--- src/rtl/core/sssag_pkg.sv ---
// Package for the slab spread swap address generator.
// Holds field widths, register indexes, reset values and the sequencer state type.
// No dependencies; the core and its checker use it.
package sssag_pkg;

	localparam int MACRO_BITS_DEF = 32;
	localparam int MAX_FANOUT_DEF = 16;

	localparam int MACRO_INDEX_W = 32;
	localparam int MINI_W        = 40;
	localparam int FANOUT_W      = 5;
	localparam int MIX_LEVEL_W   = 6;
	localparam int CFG_DATA_W    = 6;
	localparam int CFG_INDEX_W   = 1;

	localparam logic [CFG_INDEX_W-1:0] REG_FANOUT    = 1'b0;
	localparam logic [CFG_INDEX_W-1:0] REG_MIX_LEVEL = 1'b1;

	localparam logic [FANOUT_W-1:0]    FANOUT_RST    = 5'd2;
	localparam logic [MIX_LEVEL_W-1:0] MIX_LEVEL_RST = 6'd1;

	typedef enum logic [2:0] {
		ST_IDLE,
		ST_SLAB,
		ST_DIV,
		ST_MULM,
		ST_MULS,
		ST_PREP,
		ST_EMIT
	} state_t;

endpackage

--- src/rtl/core/slab_spread_swap_address_gen.sv ---
// Sequence: an accepted macro first has its slab size computed (only on the first macro after
// reset or after a register write), then a bit-serial division of the macro index and the
// setup states MULM, MULS and PREP before the first swap pair.
// Throughput: one pair per cycle while out_ready is high; one macro at a time, in_ready is
// high only while idle. A macro with no pair, or with fanout below two, emits nothing.
// Reset: arst_n clears the sequencer and sets fanout 2, mix_level 1; the slab is recomputed.
module slab_spread_swap_address_gen #(
	parameter int MACRO_BITS = sssag_pkg::MACRO_BITS_DEF,
	parameter int MAX_FANOUT = sssag_pkg::MAX_FANOUT_DEF
) (
	input  logic                                clk,
	input  logic                                arst_n,
	input  logic                                cfg_wr_en,
	input  logic [sssag_pkg::CFG_INDEX_W-1:0]   cfg_index,
	input  logic [sssag_pkg::CFG_DATA_W-1:0]    cfg_data,
	input  logic                                in_valid,
	output logic                                in_ready,
	input  logic [sssag_pkg::MACRO_INDEX_W-1:0] macro_index,
	output logic                                out_valid,
	input  logic                                out_ready,
	output logic [sssag_pkg::MINI_W-1:0]        from_mini,
	output logic [sssag_pkg::MINI_W-1:0]        to_mini,
	output logic                                last
);

	localparam int FW  = $clog2(MAX_FANOUT + 1);
	localparam int PW  = $clog2(MAX_FANOUT);
	localparam int SW  = MACRO_BITS + 1;
	localparam int PRW = SW + FW;
	localparam int CW  = (FW > sssag_pkg::FANOUT_W) ? FW : sssag_pkg::FANOUT_W;
	localparam int DCW = $clog2(MACRO_BITS);
	localparam int LVW = sssag_pkg::MIX_LEVEL_W;
	localparam int MW  = sssag_pkg::MINI_W;
	localparam int IW  = sssag_pkg::MACRO_INDEX_W;
	localparam logic [PRW-1:0] SLAB_CAP = PRW'(1) << MACRO_BITS;

	sssag_pkg::state_t state_q, state_c;

	logic [sssag_pkg::FANOUT_W-1:0] fanout_q;
	logic [LVW-1:0]                 mix_level_q;
	logic                           slab_ok_q;

	logic [MACRO_BITS-1:0] held_q;
	logic [SW-1:0]         slab_q;
	logic [LVW-1:0]        lvl_cnt_q;
	logic [SW-1:0]         rem_q;
	logic [FW-1:0]         mod_q;
	logic [DCW-1:0]        div_cnt_q;
	logic [PW-1:0]         pos_q;
	logic [PW-1:0]         m_q;
	logic [MW-1:0]         mf_q;
	logic [MW-1:0]         step_q;
	logic [MW-1:0]         from_q;
	logic [MW-1:0]         to_q;

	logic [CW-1:0]         fan_raw_c;
	logic [CW-1:0]         fan_eff_c;
	logic [FW-1:0]         fan_c;
	logic [FW-1:0]         fan_m1_c;
	logic                  fan_small_c;
	logic [MACRO_BITS+IW-1:0] macro_ext_c;
	logic [SW-1:0]         mul_a_c;
	logic [PRW-1:0]        mul_p_c;
	logic [SW-1:0]         slab_sat_c;
	logic [PRW+MW-1:0]     prod_ext_c;
	logic [MW-1:0]         prod_mini_c;
	logic [SW:0]           trial_c;
	logic                  q_bit_c;
	logic [SW:0]           rem_sub_c;
	logic [SW-1:0]         rem_next_c;
	logic [FW:0]           mod_trial_c;
	logic [FW-1:0]         mod_next_c;
	logic                  last_c;
	logic                  out_take_c;

	// fanout above the supported maximum is clamped
	assign fan_raw_c   = CW'(fanout_q);
	assign fan_eff_c   = (fan_raw_c > CW'(MAX_FANOUT)) ? CW'(MAX_FANOUT) : fan_raw_c;
	assign fan_c       = fan_eff_c[FW-1:0];
	assign fan_m1_c    = fan_c - FW'(1);
	assign fan_small_c = (fan_c < FW'(2));

	assign macro_ext_c = (MACRO_BITS + IW)'(macro_index);

	// shared multiplier: every use takes the fanout as its second operand
	assign mul_p_c     = PRW'(mul_a_c) * PRW'(fan_c);
	assign slab_sat_c  = (mul_p_c > SLAB_CAP) ? SLAB_CAP[SW-1:0] : mul_p_c[SW-1:0];
	assign prod_ext_c  = (PRW + MW)'(mul_p_c);
	assign prod_mini_c = prod_ext_c[MW-1:0];

	// restoring division by the slab size; the quotient bits fold into a running mod fanout
	assign trial_c     = {rem_q, held_q[div_cnt_q]};
	assign q_bit_c     = (trial_c >= (SW + 1)'(slab_q));
	assign rem_sub_c   = q_bit_c ? (trial_c - (SW + 1)'(slab_q)) : trial_c;
	assign rem_next_c  = rem_sub_c[SW-1:0];
	assign mod_trial_c = {mod_q, q_bit_c};
	assign mod_next_c  = (mod_trial_c >= (FW + 1)'(fan_c)) ?
		FW'(mod_trial_c - (FW + 1)'(fan_c)) : mod_trial_c[FW-1:0];

	assign last_c      = (FW'(m_q) == fan_m1_c);
	assign out_take_c  = out_valid && out_ready;

	always_comb begin
		state_c = state_q;
		case (state_q)
			sssag_pkg::ST_IDLE: begin
				if (in_valid && !fan_small_c) begin
					state_c = slab_ok_q ? sssag_pkg::ST_DIV : sssag_pkg::ST_SLAB;
				end
			end
			sssag_pkg::ST_SLAB: begin
				if (lvl_cnt_q == '0) begin
					state_c = sssag_pkg::ST_DIV;
				end
			end
			sssag_pkg::ST_DIV: begin
				if (div_cnt_q == '0) begin
					// the last position has no later mini block to swap with
					state_c = (mod_next_c == fan_m1_c) ? sssag_pkg::ST_IDLE : sssag_pkg::ST_MULM;
				end
			end
			sssag_pkg::ST_MULM: state_c = sssag_pkg::ST_MULS;
			sssag_pkg::ST_MULS: state_c = sssag_pkg::ST_PREP;
			sssag_pkg::ST_PREP: state_c = sssag_pkg::ST_EMIT;
			sssag_pkg::ST_EMIT: begin
				if (out_ready && last_c) begin
					state_c = sssag_pkg::ST_IDLE;
				end
			end
			default: state_c = sssag_pkg::ST_IDLE;
		endcase
	end

	always_comb begin
		in_ready  = 1'b0;
		out_valid = 1'b0;
		mul_a_c   = slab_q;
		case (state_q)
			sssag_pkg::ST_IDLE: in_ready  = 1'b1;
			sssag_pkg::ST_MULM: mul_a_c   = SW'(held_q);
			sssag_pkg::ST_EMIT: out_valid = 1'b1;
			default: mul_a_c = slab_q;
		endcase
	end

	always_ff @(posedge clk or negedge arst_n) begin
		if (!arst_n) begin
			state_q     <= sssag_pkg::ST_IDLE;
			fanout_q    <= sssag_pkg::FANOUT_RST;
			mix_level_q <= sssag_pkg::MIX_LEVEL_RST;
			slab_ok_q   <= 1'b0;
		end else begin
			state_q <= state_c;
			if (state_q == sssag_pkg::ST_SLAB && lvl_cnt_q == '0) begin
				slab_ok_q <= 1'b1;
			end
			if (cfg_wr_en) begin
				// any register write invalidates the cached slab size
				slab_ok_q <= 1'b0;
				case (cfg_index)
					sssag_pkg::REG_FANOUT:    fanout_q    <= cfg_data[sssag_pkg::FANOUT_W-1:0];
					sssag_pkg::REG_MIX_LEVEL: mix_level_q <= cfg_data[LVW-1:0];
					default: fanout_q <= fanout_q;
				endcase
			end
		end
	end

	always_ff @(posedge clk) begin
		case (state_q)
			sssag_pkg::ST_IDLE: begin
				if (in_valid) begin
					held_q    <= macro_ext_c[MACRO_BITS-1:0];
					rem_q     <= '0;
					mod_q     <= '0;
					div_cnt_q <= DCW'(MACRO_BITS - 1);
					if (!slab_ok_q) begin
						slab_q    <= SW'(1);
						lvl_cnt_q <= (mix_level_q == '0) ? '0 : mix_level_q - LVW'(1);
					end
				end
			end
			sssag_pkg::ST_SLAB: begin
				if (lvl_cnt_q != '0) begin
					slab_q    <= slab_sat_c;
					lvl_cnt_q <= lvl_cnt_q - LVW'(1);
				end
			end
			sssag_pkg::ST_DIV: begin
				rem_q     <= rem_next_c;
				mod_q     <= mod_next_c;
				pos_q     <= mod_next_c[PW-1:0];
				div_cnt_q <= div_cnt_q - DCW'(1);
			end
			sssag_pkg::ST_MULM: begin
				mf_q <= prod_mini_c;
			end
			sssag_pkg::ST_MULS: begin
				step_q <= prod_mini_c;
				from_q <= mf_q + MW'(pos_q) + MW'(1);
				to_q   <= mf_q + MW'(pos_q);
				m_q    <= pos_q + PW'(1);
			end
			sssag_pkg::ST_PREP: begin
				to_q <= to_q + step_q;
			end
			sssag_pkg::ST_EMIT: begin
				// advance to the next mini position once the beat is taken
				if (out_take_c && !last_c) begin
					from_q <= from_q + MW'(1);
					to_q   <= to_q + step_q;
					m_q    <= m_q + PW'(1);
				end
			end
			default: held_q <= held_q;
		endcase
	end

	assign from_mini = from_q;
	assign to_mini   = to_q;
	assign last      = last_c;

endmodule

--- config.mk ---
export PLATFORM = sky130hd
export DESIGN_NAME = slab_spread_swap_address_gen
export DESIGN_NICKNAME = d
export VERILOG_FILES = /design/src/rtl/core/sssag_pkg.sv /design/src/rtl/core/slab_spread_swap_address_gen.sv
export SDC_FILE = /design/constraint.sdc
export NUM_CORES = 1
export LEC_CHECK = 0
export ABC_CLOCK_PERIOD_IN_PS = 9270
export BUFFER_PORTS_ARGS = -buffer_cell sky130_fd_sc_hd__buf_2
export CORE_MARGIN = 3
export CORE_UTILIZATION = 41
export DETAILED_ROUTE_END_ITERATION = 6
export MAX_ROUTING_LAYER = met4
export PLACE_DENSITY = 0.65
export SKIP_LAST_GASP = 1
export SYNTH_ARGS = -nofsm -noshare
export SYNTH_HDL_FRONTEND = slang
export SYNTH_SLANG_ARGS = --single-unit
--- constraint.sdc ---
create_clock -name clk -period 9.27 [get_ports clk]
set_input_delay 0.4635 -clock clk [delete_from_list [all_inputs] [get_ports clk]]
set_output_delay 0.4635 -clock clk [all_outputs]
set_load 0.05 [all_outputs]
* After elaboration in Yosys (flattened, before gate mapping) *
Index checks and enable logic that the tools add are counted.

operators by class
  $lt $le $gt $ge = 6
  bitwise logic cells = 1
  add/sub/neg operators = 12
  equal/unequal tests = 16
  $mul = 1
  muxes and demuxes = 39
  reductions and logical operators = 25

operators by type and width
  operator                                                                 number
  33-bit two-way mux                                                       7
  33-bit one-hot mux with 2 select lines                                   2
  40-bit one-hot mux with 3 select lines                                   1
  40-bit by 1-bit adder with 40-bit output (second input constant)         2
  40-bit two-way mux                                                       2
  40-bit one-hot mux with 2 select lines                                   1
  40-bit by 38-bit adder with 40-bit output                                1
  38-bit by 4-bit adder with 39-bit output                                 1
  38-bit by 33-bit > comparator with 1-bit output (second input constant)  1
  33-bit by 5-bit multiplier with 38-bit output                            1
  34-bit by 33-bit >= comparator with 1-bit output                         1
  33-bit subtractor                                                        1
  6-bit two-way mux                                                        4
  3-bit one-hot mux with 7 select lines                                    1
  5-bit two-way mux                                                        4
  5-bit one-hot mux with 2 select lines                                    2
  2-bit inequality test (second input constant)                            7
  6-bit logical NOT                                                        2
  3-bit two-way mux                                                        4
  6-bit one-hot mux with 2 select lines                                    1
  2-bit AND reduction                                                      6
  6-bit by 1-bit subtractor with 6-bit output (second input constant)      2
  5-bit by 1-bit subtractor with 5-bit output (second input constant)      2
  3-bit == test (second input constant)                                    3
  other kinds (25)                                                         41

word-level totals
  output and inout port bits = 83
  register bits after elaboration = 293

* Logic depth before layout (Yosys ltp) *
  word-level depth = 9
  gate-level depth with buffers = 29

* Worst setup path after synthesis *
OpenSTA, ideal clock, no wires.

  path type = register to register
  start point = register state_q[2]
  end point = register slab_q[24] (data pin)
  path buffers = 5
  setup time = 0.160 ns
  stages on the path, launching flop included = 26
  slack = 1.806 ns
  arrival = 7.304 ns
  period minus slack after synthesis = 7.464 ns
  cells stage by stage = dfrtp_1 clkbuf_1 nand3b_1 inv_1 clkbuf_1 clkbuf_1 a21oi_1 nor2_1 fa_1 fa_1 inv_1 fa_1 inv_1 ha_1 clkbuf_1 a21oi_1 o21bai_1 a21oi_1 o21bai_1 a21o_1 or3b_2 and4_1 nor4_1 nand3b_1 clkbuf_1 nor3b_1

on the way
  word-level cells in the longest chain between the ends = 7
  elaborated cells on any way between the ends = 9
  those cells by class = mul (1); order compare (1); eq/ne (2); mux (4); reduce/logical (1)

RTL lines
  what                                             RTL line                             RTL
  from (decl)                                      slab_spread_swap_address_gen.sv:37   sssag_pkg::state_t state_q, state_c;
  from (signal assigned)                           slab_spread_swap_address_gen.sv:148  state_q <= sssag_pkg::ST_IDLE;
  from (signal assigned)                           slab_spread_swap_address_gen.sv:153  state_q <= state_c;
  3-bit by 2-bit == test with 1-bit output         slab_spread_swap_address_gen.sv:138  case (state_q)
  33-bit two-way mux                               slab_spread_swap_address_gen.sv:138
  33-bit by 5-bit multiplier with 38-bit output    slab_spread_swap_address_gen.sv:86   assign mul_p_c = PRW'(mul_a_c) * PRW'(fan_c);
  named net mul_p_c[34]                            slab_spread_swap_address_gen.sv:63   logic [PRW-1:0] mul_p_c;
  38-bit by 33-bit > comparator with 1-bit output  slab_spread_swap_address_gen.sv:87   assign slab_sat_c = (mul_p_c > SLAB_CAP) ? SLAB_CAP[SW-1:0] : mul_p_c[SW-1:0];
  33-bit two-way mux                               slab_spread_swap_address_gen.sv:87
  33-bit two-way mux                               slab_spread_swap_address_gen.sv:184  if (lvl_cnt_q != '0) begin
  33-bit one-hot mux with 2 select lines           slab_spread_swap_address_gen.sv:170  case (state_q)
  to (signal assigned)                             slab_spread_swap_address_gen.sv:185  slab_q <= slab_sat_c;
  to (decl)                                        slab_spread_swap_address_gen.sv:44   logic [SW-1:0] slab_q;

The timed path passes the listed nets, and every way through them passes these cells. The select of a mux whose other input is x is not followed.
A chain may end at the register's enable or synchronous reset.

* Worst setup path in the final report *
  start point = register state_q[1]
  end point = register slab_q[12] (data pin)

Same word-level chain as after synthesis.

==> metrics.md <==
| Metric | Value |
|---|---|
| Status | finished clean |
| Max Clk Rate | between 100 and 150 MHz |
| EDFF count, synth | 278 |
| CTS tree | yes |
| Clk_skew | 20.6 ps |
| Number of cells on the worst reg-to-reg path | 20 |
| Core Region | ~56000 µm² |
| CP endpoint kind | flip-flop |
| Share of cells above drive strength 1 | 0.104 |
| Initial core utilization | 0.420 |
| Final min period | 8430 ps |
| Final wirelength | 62.0 mm |
| Clock Tree Buf Depth | 3 |
| Leading cell type in the layout, fill and taps excluded | nor2_1 |
| Number of global-route vias before repair | 18100 |
| Max-slew violation count | 0 |
| Worst r2r src | state_q[1]$_DFFE_PN0P_ |
| Crit path launch type | flip-flop |
| WL met1 | 28.8 mm |
| Predominant post-synthesis flop cell | edfxtp_1 |
| Cells on Worst Hold Path | 1 |
| Syn Std Cell Area | 23400 µm² |
| FF-to-FF setup slack | approximately 840 ps |
| H-tree levels | 2 |
| Clk root buf | clkbuf_16 |
| Layout area overhead | 11.3% |
| Unrepaired setup endpoints after global routing | false |
| # DRC | 0 |
| DR pass1 iterations | 6 |
| Hold Crit Class | in2reg |
| WL met3 | 3.72 mm |
| Port-buffer cells | approximately 130 |
| WL/cell | 18.8 µm |
| CP Class | reg2reg |
| Multi-input gate area | between 10000 and 15000 µm² |
| First-pass GRT wire length | 98.2 mm |
| Grt ovf | 0 |
| Die Ht | 245 µm |
| Die W | 245 µm |
| MaxCap Viol Count | 0 |
| Sequential cell area | 8730 µm² |
| Detail Placement HPWL | around 48 mm |
| Post-Syn Instances | 2439 |
| Setup TNS | 0 ps |
| Sequential-to-total area share from yosys stat | 0.373 |
| Syn Nets | 2713 |
| Async SR Flop Fraction | 0.0512 |
| CP dominant cell by count | fa_1 |
| Clk Latency, worst-skew pair | 560 ps |
| Total CTS buffers | 34 |
| Slew of the pin with the lowest slew margin | 1200 ps |
| Count of final hold-check violations | 0 |
| Largest net degree at the start of global routing | between 70 and 80 |
| Detail Route Antenna Nets | 0 |
| Routability Congestion | 0.918 |
| Sink Count | 293 |
| Vias | between 15000 and 20000 |
| CP Max Fanout | 65 |
| Final period utilization | 0.909 |
| Synth Register Bits | a little under 300 |
| Layout Nets | 2806 |
| WP data required | about 9600 ps |
| Detailed Route Iter0 Violations | 1562 |
| Hold Path End | held_q[3]$_DFFE_PP_ |
| FP Rows | 86 |
| Syn_area_per_cell | 9.59 µm² |
| Gr usage total | 0.210 |
| DIE AREA | 59900 µm² |
| Hold path startpoint | macro_index[3] |
| Clk pin slew, worst setup/hold paths | 60 ps |
| Max incr delay on CP | approximately 860 ps |
| Number of distinct library cells after synthesis | 97 |
| Slew HR | 0.194 |
| Synth Warn # | 0 |
| Met2 Routed Length | 28.1 mm |
| Commonest cells after routing, fill and taps aside | nor2_1 (303), edfxtp_1 (278), inv_1 (228), a21oi_1 (179), nand2_1 (156) |
| Fill cells | 5287 |
| Vias/cell | 5.59 |
| Highest metal used | met4 |
| CP arrival | 8760 ps |
| IO Count | approximately 130 |
| Crit Reg-Reg Endpoint | slab_q[12]$_SDFFCE_PN0P_ |
| CP max-delay cell | nand3b_1 |
| Initial antenna violation count | 0 |
| # setup viols final | 0 |
| Ant. Diodes | 0 |
| Cell Chain, Critical Path | nand3b_1, clkinv_2, a21oi_1, nor2_1, fa_1, fa_1, inv_1, fa_1, inv_1, ha_1, o21ai_0, o211ai_1, a21oi_1, o31ai_1, a31oi_1, o21ai_0, xor2_1, nor4_1, nand3b_1, nor4_1 |
## cell families (layout without fill, tap and decap cells)
group / after synthesis / in the layout / synth area share
and+or+nand+nor: 833 / 833 / 0.179
buffers and inverters: 320 / 437 / 0.0520
adders and majority gates: 230 / 230 / 0.154
muxes: 70 / 70 / 0.0360
AOI/OAI and AO/OA: 528 / 528 / 0.144
xor gates and xnor gates: 165 / 165 / 0.0618
DFF: 293 / 293 / 0.373
## critical path: cells and delay by family, from the launching register on
| family | cells | cell delay (ps) |
|---|---|---|
| AO/OA/AOI/OAI | 7 | 2440 |
| AND/OR/NAND/NOR | 5 | 2270 |
| adder cells (fa/ha/maj) | 4 | 1960 |
| buffers and inverters | 3 | 800 |
| flip-flops | 1 | 540 |
| XOR/XNOR | 1 | 140 |
## how the worst max path moves through the flow
stage / from / end / slack (ps) / cells past startpoint
2_1_floorplan: state_q[2]$_DFFE_PN0P_ / slab_q[24]$_SDFFCE_PN0P_ / 1810 / 25
4_1_cts: state_q[1]$_DFFE_PN0P_ / slab_q[12]$_SDFFCE_PN0P_ / 890 / 20
3_3_place_gp: state_q[1]$_DFFE_PN0P_ / slab_q[18]$_SDFFCE_PN0P_ / 1280 / 20
3_5_place_dp: state_q[1]$_DFFE_PN0P_ / slab_q[12]$_SDFFCE_PN0P_ / 930 / 20
6_report: state_q[1]$_DFFE_PN0P_ / slab_q[12]$_SDFFCE_PN0P_ / 840 / 20
5_1_grt: state_q[1]$_DFFE_PN0P_ / slab_q[12]$_SDFFCE_PN0P_ / 50 / 20
## stage by stage
step	std cells	instance area, µm²	hold WS (ps)	setup slack [ps]	utilization
3_3_place_gp	3243	24800	373	1280	0.445
2_1_floorplan	2439	23400	168	1810	-
3_5_place_dp	3243	24800	385	925	0.445
4_1_cts	3304	26000	52.0	889	0.467
6_report	3304	26000	81.2	843	0.467
5_1_grt	3304	26000	58.2	53.5	0.467
## layer usage
metal / vias up / GRT usage
met5: - / -
li1: 8866 / -
met1: 8906 / 0.291
met3: 90 / 0.0268
met4: 0 / 0.0563
met2: 615 / 0.329
## layout make-up
type / count / share of cell area
inverter: 231 / 0.0334
sequential: 293 / 0.335
clock buffer: 37 / 0.0331
multi-input combinational: 1826 / 0.519
clock inverter: 23 / 0.0138
timing repair buffer: 146 / 0.0301
tap: 748 / 0.0360
## cells in the mapped netlist (all sizes together), types with 64 or more instances
master	number	area, µm²
nor2	304	1140
o21ai	91	455
ha	133	1660
edfxtp	278	8350
a21oi	179	896
a21o	79	594
nand2	157	589
xnor2	101	885
inv	230	863
xor2	64	561
fa	97	1940
clkbuf	76	285
## registers in the layout, indices dropped and copies added (netlist names)
signal,count
from_mini,40
to_mini,40
mf_q,38
step_q,38
rem_q,33
slab_q,33
held_q,32
lvl_cnt_q,6
mix_level_q,6
div_cnt_q,5
fan_raw_c,5
mod_q,5
m_q,4
pos_q,4
state_q,3
slab_ok_q,1
## what timing repair did
action                     4_1_cts  5_1_grt
gates resized for setup          0        0
hold buffers                     1        0
hold endpoints to repair        13        0
setup endpoints to repair        0        0
buffers inserted                 0        0
Power is not shown: default switching activity piles up to over one toggle a cycle in this logic, so the estimate is an artifact.
